**config.mk**
```make
export PLATFORM = sky130hd
export DESIGN_NAME = ftws_ctrl
export DESIGN_NICKNAME = d
export VERILOG_FILES = /design/src/frame_time_window_stats_top_defines.svh /design/src/ftws_pkg.sv /design/src/ftws_ctrl.sv
export SDC_FILE = /design/constraint.sdc
export NUM_CORES = 1
export LEC_CHECK = 0
export ABC_AREA = 1
export BUFFER_PORTS_ARGS = -buffer_cell sky130_fd_sc_hd__buf_4
export CORE_MARGIN = 2
export CORE_UTILIZATION = 34
export CTS_BUF_LIST = sky130_fd_sc_hd__clkbuf_8
export CTS_CLUSTER_DIAMETER = 60
export DETAILED_ROUTE_END_ITERATION = 10
export GPL_ROUTABILITY_DRIVEN = 0
export GPL_TIMING_DRIVEN = 0
export MAX_ROUTING_LAYER = met4
export PLACE_DENSITY = 0.55
export SLEW_MARGIN = 20
export SYNTH_ARGS = -nofsm -noshare
export SYNTH_HDL_FRONTEND = slang
export SYNTH_SLANG_ARGS = --single-unit
```
**constraint.sdc**
```tcl
create_clock -name i_clk -period 1.8 [get_ports i_clk]
set_clock_uncertainty 0.15 [all_clocks]
set_input_delay 0.09 -clock i_clk [delete_from_list [all_inputs] [get_ports i_clk]]
set_output_delay 0.09 -clock i_clk [all_outputs]
set_load 0.05 [all_outputs]
```
**src/frame_time_window_stats_top_defines.svh**
```systemverilog
// assertion macros for the frame time window stats block
`ifndef FRAME_TIME_WINDOW_STATS_TOP_DEFINES_SVH
`define FRAME_TIME_WINDOW_STATS_TOP_DEFINES_SVH

// implication checked at every rising edge outside reset
`define FTWS_ASSERT_IMPL(label, clk, rst_n, lhs, rhs, msg) \
    label: assert property (@(posedge clk) disable iff (!rst_n) (lhs) |-> (rhs)) \
        else $error(msg);

// next-cycle implication
`define FTWS_ASSERT_NEXT(label, clk, rst_n, lhs, rhs, msg) \
    label: assert property (@(posedge clk) disable iff (!rst_n) (lhs) |=> (rhs)) \
        else $error(msg);

`endif

```
**src/ftws_pkg.sv**
```systemverilog
package ftws_pkg;

    localparam int unsigned TimeW  = 24;
    localparam int unsigned LowDiv = 100;

    // count / 100 as multiply and shift, exact for counts up to 4096
    localparam int unsigned LowRecip = 5243;
    localparam int unsigned LowShift = 19;

    localparam logic OP_RECORD = 1'b0;
    localparam logic OP_REPORT = 1'b1;

    // controller to datapath
    typedef struct packed {
        logic store;      // write the input sample into the ring
        logic scan_start; // clear accumulators, start the pass
        logic scan_step;  // one ring entry per cycle
        logic rank_start; // begin candidate pass
        logic rank_step;
        logic div_start;
        logic div_step;
        logic load_out;
    } t_ctrl;

    // datapath to controller
    typedef struct packed {
        logic empty;
        logic scan_last;  // index reaches the last held entry
        logic rank_done;  // selected value found or all candidates tried
        logic div_done;
    } t_stat;

endpackage

```
**src/ftws_ctrl.sv**
```systemverilog
module ftws_ctrl (
    input  logic            i_clk,
    input  logic            i_rst_n,
    input  logic            i_in_acc,
    input  logic            i_opcode,
    input  logic            i_out_acc,
    input  ftws_pkg::t_stat i_stat,
    output ftws_pkg::t_ctrl o_ctrl,
    output logic            o_in_ready,
    output logic            o_out_valid
);
    typedef enum logic [6:0] {
        S_IDLE = 7'b0000001,
        S_SCAN = 7'b0000010,
        S_RNK0 = 7'b0000100,
        S_RANK = 7'b0001000,
        S_DIV0 = 7'b0010000,
        S_DIV  = 7'b0100000,
        S_OUT  = 7'b1000000
    } t_state;

    t_state r_state, n_state;
    logic   r_valid, n_valid;

    always_comb begin
        n_state = r_state;
        n_valid = r_valid;
        o_ctrl  = '0;
        if (i_out_acc) n_valid = 1'b0;
        unique case (r_state)
            S_IDLE: begin
                if (i_in_acc) begin
                    if (i_opcode == ftws_pkg::OP_RECORD) begin
                        o_ctrl.store = 1'b1;
                    end else if (i_stat.empty) begin
                        n_state = S_OUT;
                    end else begin
                        o_ctrl.scan_start = 1'b1;
                        n_state = S_SCAN;
                    end
                end
            end
            S_SCAN: begin
                o_ctrl.scan_step = 1'b1;
                if (i_stat.scan_last) n_state = S_RNK0;
            end
            S_RNK0: begin
                o_ctrl.rank_start = 1'b1;
                n_state = S_RANK;
            end
            S_RANK: begin
                o_ctrl.rank_step = 1'b1;
                if (i_stat.rank_done) n_state = S_DIV0;
            end
            S_DIV0: begin
                o_ctrl.div_start = 1'b1;
                n_state = S_DIV;
            end
            S_DIV: begin
                o_ctrl.div_step = !i_stat.div_done;
                if (i_stat.div_done) n_state = S_OUT;
            end
            S_OUT: begin
                if (!r_valid || i_out_acc) begin
                    o_ctrl.load_out = 1'b1;
                    n_valid = 1'b1;
                    n_state = S_IDLE;
                end
            end
            default: n_state = S_IDLE;
        endcase
    end

    always_ff @(posedge i_clk) begin
        if (!i_rst_n) begin
            r_state <= S_IDLE;
            r_valid <= 1'b0;
        end else begin
            r_state <= n_state;
            r_valid <= n_valid;
        end
    end

    assign o_in_ready  = (r_state == S_IDLE);
    assign o_out_valid = r_valid;
endmodule

```
* Word level (Yosys, flattened, before mapping)
Index checks and enable logic that the tools add are counted.
Storage, ports and cells: output and inout port bits 10, input bits 9, register bits after elaboration 8
Cells by class: reduce and logical (&&, ||, !) cells 4, mux-type cells 23, equality and inequality tests 13
Operator list (number):
- $mux 7 | 7
- $pmux 7 s7 | 1
- $mux 1 | 13
- $ne 2x2->1 const B | 6
- $eq 7x1->1 const B | 1
- $eq 7x2->1 const B | 1
- $eq 7x3->1 const B | 1
- $eq 7x4->1 const B | 1
- $eq 7x5->1 const B | 1
- $eq 7x6->1 const B | 1
- $eq 7x7->1 const B | 1
- $reduce_and 6->1 | 1
- $mux 2 | 2
- $logic_not 1->1 | 2
- $logic_or 1x1->1 | 1

* Logic depth before layout (Yosys ltp)
Gate-level depths: netlist of the first run.
depth after elaboration 4, gate-level depth with buffers 9, depth with buffers taken out 9

* Least setup slack after synthesis of the first run
OpenSTA, ideal clock, no wires.
path kind flip-flop to output port, start reg r_state[5], end out o_ctrl[7] in the netlist's numbering, slack -0.243 ns, data required time 1.560 ns, arrival time 1.803 ns, stages on the path, launching flop included 6, cell sequence dfxtp_1 -> inv_2 -> nand2_2 -> nor2_4 -> nand2_2 -> nor3b_1
RTL lines:
- start: declaration | line ftws_ctrl.sv:22 | t_state r_state, n_state;
- start signal: assignment | line ftws_ctrl.sv:79 | r_state <= n_state;
- end: declaration | line ftws_ctrl.sv:8 | output ftws_pkg::t_ctrl o_ctrl,

==> results of run 1 <==
## where the power goes
group	switching, µW	leakage [µW]	internal, µW
Sequential	36.5	0.0000653	217
Clock	77.5	0.0000216	145
Combinational	480	0.000354	236
Total	594	0.000441	598
## registers in the layout, summed over array words and instances (netlist names)
register and flops:
o_out_valid 1, r_state 7
## repair_timing
| item | 4_1_cts | 5_1_grt |
|---|---|---|
| hold buffers | 2 | 0 |
| endpoints found under the setup margin | 0 | 1 |
| resized for setup | 0 | 2 |
| hold endpoints to repair | 6 | 0 |
## logic make-up after synthesis
family,Yosys count,share of synthesized area
AO/OA/AOI/OAI,2,0.0166
AND/OR/NAND/NOR,67,0.587
flip-flops,8,0.266
buffers and inverters,21,0.131
## metal layers
metal | GRT usage | wire length (µm) | vias up
met5 | - | 0 | -
met4 | 0.0686 | 13 | 0
met3 | 0.0471 | 69 | 2
met2 | 0.239 | 671 | 17
met1 | 0.184 | 612 | 285
li1 | - | - | 347
## per-stage QoR
stage	instance area, µm²	total power, µW	setup slack [ns]	std cells
finish	835	1190	0.0866	138
global route	835	1290	0.00128	138
CTS	828	1200	0.0497	138
detailed placement	767	972	0.301	133
global placement	767	974	0.297	133
floorplan	611	818	0.0300	98
## path summary, 6_finish.rpt
check,startpoint,to
worst max register to register,r_state[1]$_SDFFE_PN0P_,r_state[5]$_SDFFE_PN0P_
worst min register to register,r_state[5]$_SDFFE_PN0P_,r_state[5]$_SDFFE_PN0P_
worst max-delay path,r_state[5]$_SDFFE_PN0P_,o_ctrl[6]
worst min-delay path,i_stat[1],r_state[3]$_SDFFE_PN0P_
## worst max-delay path: cells and delay by family, from the launching register on
family                 cells  cell delay (ns)
flip-flops                 1             0.32
buffers and inverters      2             0.23
AND/OR/NAND/NOR            5             0.68
## area by class of cell
cell class                      count  area share
Timing Repair Buffer               20       0.190
Tap cell                           17      0.0255
Clock buffer                        3      0.0495
Inverter                           21      0.0945
Multi-Input combinational cell     69       0.448
Sequential cell                     8       0.192
## cell usage in the layout, fill, tap and decap left out, types with 3 or more instances in the layout
cell,instances
inv_1,19
nand2_1,18
nand3_1,9
clkbuf_8,3
nor2_1,17
nor2_4,4
dfxtp_1,8
nand2_2,5
nor2_2,5
buf_4,17
==> metrics.txt, run 1 <==
# port buffers 18; Synth Cell Area 603 µm²; total wire length 1370 µm; R2R Setup Slk 0.35 ns; maxcap violations 0; Die ar. roughly 2100 µm²; syn_nets between 100 and 150; most frequent cells after synthesis inv_1, nor2_1, nand2_1; ANT nets after route 0; Max Slew Vio Count 0; Area Overhead vs Synth 38.4%; later-pin clock latency in the skew report 0.23 ns; clock sink count 8; gr usage total 0.155; Worst slew margin 0.821; Ys Warns 0; pwr dens 1430 nW/µm²; Critical Path RT 1.56 ns; CP endpoint kind output port; final core utilization 0.494; Setup Buffers After CTS 0; TritonCTS clock tree yes; CTS H-Tree Depth 1; vias in the first global route 545; WP data arrival between 1 and 1.5 ns; RSZ-0062 raised after global routing no; CTS Root Cell clkbuf_8; Detailed Place HPWL between 1000 and 1500 µm; crit-path max FO 6; Main synth FF type dfxtp_1; setup TNS 0 ns; worst reg-to-reg path cell count 9; wire length per cell about 9.9 µm; Initial DRT Pass Iterations 4; Fmax a little under 600 MHz; area leader, netlist dfxtp_1; pin count of the biggest net entering global routing 7; worst min path class in2reg; top-area cell type share of the netlist area 0.266; Nets 132; die span in x approximately 46 µm; Die H ~46 µm; layout cells sized above 1 0.347; Syn Inst Count slightly below 100; Sequential Area 160 µm²; CTS Buf Count 3; post-synthesis cell type count 18; post-synthesis sequential area ratio 0.266; flops & latches, synth 8; kind of critical path reg2out; Startpoint Class flop; Crit path largest cell delay 0.32 ns; Initial Util 0.357; IO Pins 19; ranking of synthesized cells by area dfxtp_1, inv_1, nor2_1; Overflow after GRT 0; VDD IR max 0.648 mV; Final Hold Vio Count 0; Fillers approximately 180; ant diodes 0; DRC violations left 0; hold_ws 0.0757 ns; Mean Syn Cell Area approximately 6.2 µm²; Lkg Pwr ~0.00044 µW; asr flop ratio synth 0; most frequent CP cell nand2_2; initial antenna violation count 0; Post-synth EDFFs 0; hold depth 3; Worst Tran Pin Value 0.267 ns; CP max-delay cell dfxtp_1; Vias/cell 4.72; status finished clean; first-pass GRT wire length about 2200 µm; Core ar. 1690 µm²; Initial DRC Count 14; CP Cell Sequence inv_2, nand2_2, nor2_4, nand2_2, or2_1, nor2_2, buf_6; Multi-input gate area roughly 370 µm²; minimum clock period 1.71 ns; routed via count 651; fin crit share 0.952; register clock-pin slew on the reported worst setup and hold paths about 0.040 ns; Clock Tree Buf Depth 2; row count 15; Final Setup Violations 0
(Power assumes the default switching activity.)
==> inputs of run 2 (changes only) <==
--- a/config.mk
+++ b/config.mk
@@ -7,10 +7,9 @@
 export LEC_CHECK = 0
 export ABC_AREA = 1
 export BUFFER_PORTS_ARGS = -buffer_cell sky130_fd_sc_hd__buf_4
-export CORE_MARGIN = 2
 export CORE_UTILIZATION = 34
 export CTS_BUF_LIST = sky130_fd_sc_hd__clkbuf_8
-export CTS_CLUSTER_DIAMETER = 60
+export CTS_CLUSTER_DIAMETER = 150
 export DETAILED_ROUTE_END_ITERATION = 10
 export GPL_ROUTABILITY_DRIVEN = 0
 export GPL_TIMING_DRIVEN = 0
==> metrics.txt, run 2 (synthesized netlist as in run 1, its figures left out) <==
worst min path class in2reg (unchanged); kind of critical path reg2out (unchanged); Worst Tran Pin Value 0.255 ns (was 0.267 ns); Critical Path RT 1.56 ns (about the same); final core utilization 0.538 (was 0.494); Largest register FFs 7 (unchanged); Vias/cell 4.68 (was 4.72); Top reg by flops r_state (unchanged); worst path bufs/invs 2 (unchanged); Clock Tree Buf Depth 2 (unchanged); total wire length 1410 µm (was 1370 µm); VDD IR max 0.740 mV (was 0.648 mV); RSZ-0062 raised after global routing no (unchanged); pwr dens 1450 nW/µm² (was 1430 nW/µm²); pin count of the biggest net entering global routing 7 (unchanged); # port buffers 18 (unchanged); first-pass GRT wire length 2280 µm (was 2210 µm); Worst path top cell family by delay simple AND/OR/NAND/NOR gates (unchanged); CTS Buf Count 3 (unchanged); Initial Util 0.383 (was 0.357); Initial DRC Count 14 (unchanged); CP max-delay cell dfxtp_1 (unchanged); vias in the first global route 567 (was 545); most frequent CP cell nand2_2 (unchanged); Die H 44.1 µm (was 46.1 µm); routed via count 650 (was 651); CTS H-Tree Depth 1 (unchanged); Final Hold Vio Count 0 (unchanged); Nets 134 (was 132); register clock-pin slew on the reported worst setup and hold paths 0.05 ns (was 0.04 ns); DRC violations left 3 (was 0); later-pin clock latency in the skew report 0.23 ns (about the same); Initial DRT Pass Iterations 7 (was 4); TritonCTS clock tree yes (unchanged); CP endpoint kind output port (unchanged); initial antenna violation count 0 (unchanged); status complete, but fails checks (was finished clean); Lkg Pwr 0.000450 µW (was 0.000441 µW); Startpoint Class flop (unchanged); Overflow after GRT 0 (unchanged); Worst slew margin 0.829 (was 0.821); Die ar. 1950 µm² (was 2130 µm²); Crit path largest cell delay 0.35 ns (was 0.32 ns); Fmax 587 MHz (was 584 MHz); minimum clock period 1.70 ns (was 1.71 ns); gr usage total 0.169 (was 0.155); IO Pins 19 (unchanged); wire length per cell 10.1 µm (was 9.91 µm); Detailed Place HPWL 1180 µm (was 1140 µm); WP data arrival 1.46 ns (was 1.47 ns); CP Cell Sequence inv_1, nand2_2, nor2_4, nand2_2, or2_1, nor2_2, buf_6 (was inv_2, nand2_2, nor2_4, nand2_2, or2_1, nor2_2, buf_6); violated checks design-rule violations; ANT nets after route 0 (unchanged); Final Setup Violations 0 (unchanged); layout cells sized above 1 0.358 (was 0.347); fin crit share 0.946 (was 0.952); maxcap violations 0 (unchanged); crit-path max FO 5 (was 6); die span in x 44.1 µm (was 46.1 µm); row count 14 (was 15); Area Overhead vs Synth 40.7% (was 38.4%); setup TNS 0 ns (unchanged); ant diodes 0 (unchanged); most frequent cells in the layout inv_1, buf_4, nand2_1 (was inv_1, nand2_1, nor2_1, buf_4, nand3_1); Core ar. 1580 µm² (was 1690 µm²); CTS Root Cell clkbuf_8 (unchanged); clock sink count 8 (unchanged); Max Slew Vio Count 0 (unchanged)
run 2: cell count changes in the layout (fill, tap and decap cells not counted), sizes merged:
cell,delta
buf,+2
run 2: what timing repair did:
action                                  in CTS  in global routing
setup buffers                                0                  2
endpoints found under the setup margin       0                  1
hold endpoints to repair                     6                  0
hold buffers                                 2                  0
gates resized for setup                      0                  2
run 2: metrics by stage:
step	cells	total power [µW]	hold WS [ns]	worst slack, ns	instance area (µm²)
2_1_floorplan	98	818	0.0241	0.0300	611
3_3_place_gp	132	969	0.194	0.291	766
3_5_place_dp	132	970	0.190	0.287	766
4_1_cts	137	1200	0.0739	0.0349	827
5_1_grt	139	1330	0.102	0.0124	848
6_report	139	1230	0.0725	0.0972	848
run 2: worst reg2reg max path, delay by kind of cell (launching register included):
kind,cells,cell delay (ns)
and+or+nand+nor,8,0.71
buffers and inverters,2,0.20
DFF,1,0.36
run 2: final cells by class:
class / count / area (µm²)
sequential: 8 / 160
tap: 16 / 20.0
clock buffer: 3 / 41.3
fill: 163 / 728
timing repair buffer: 22 / 174
multi-input combinational: 69 / 374
inverter: 21 / 78.8
run 2: metal layers:
metal | vias up | track usage | part of all wire
met4 | 0 | 0.0545 | 0.0057
met3 | 2 | 0.0490 | 0.050
met5 | - | - | 0
met2 | 15 | 0.259 | 0.46
li1 | 349 | - | -
met1 | 284 | 0.213 | 0.49
run 2: worst paths after layout:
check                                        startpoint                 endpoint  slack (ns)  cells past startpoint
worst min-delay path                          i_stat[1]  r_state[3]$_SDFFE_PN0P_        0.07                      3
worst min register to register  r_state[5]$_SDFFE_PN0P_  r_state[5]$_SDFFE_PN0P_        0.40                      2
worst max-delay path            r_state[1]$_SDFFE_PN0P_                o_ctrl[6]         0.1                      7
worst max register to register  r_state[5]$_SDFFE_PN0P_  r_state[5]$_SDFFE_PN0P_        0.28                     10
run 2: report_power, final:
group	internal (µW)	total [µW]	switching [µW]
combinational	270	755	485
clock	145	217	72.2
sequential	217	257	40.1
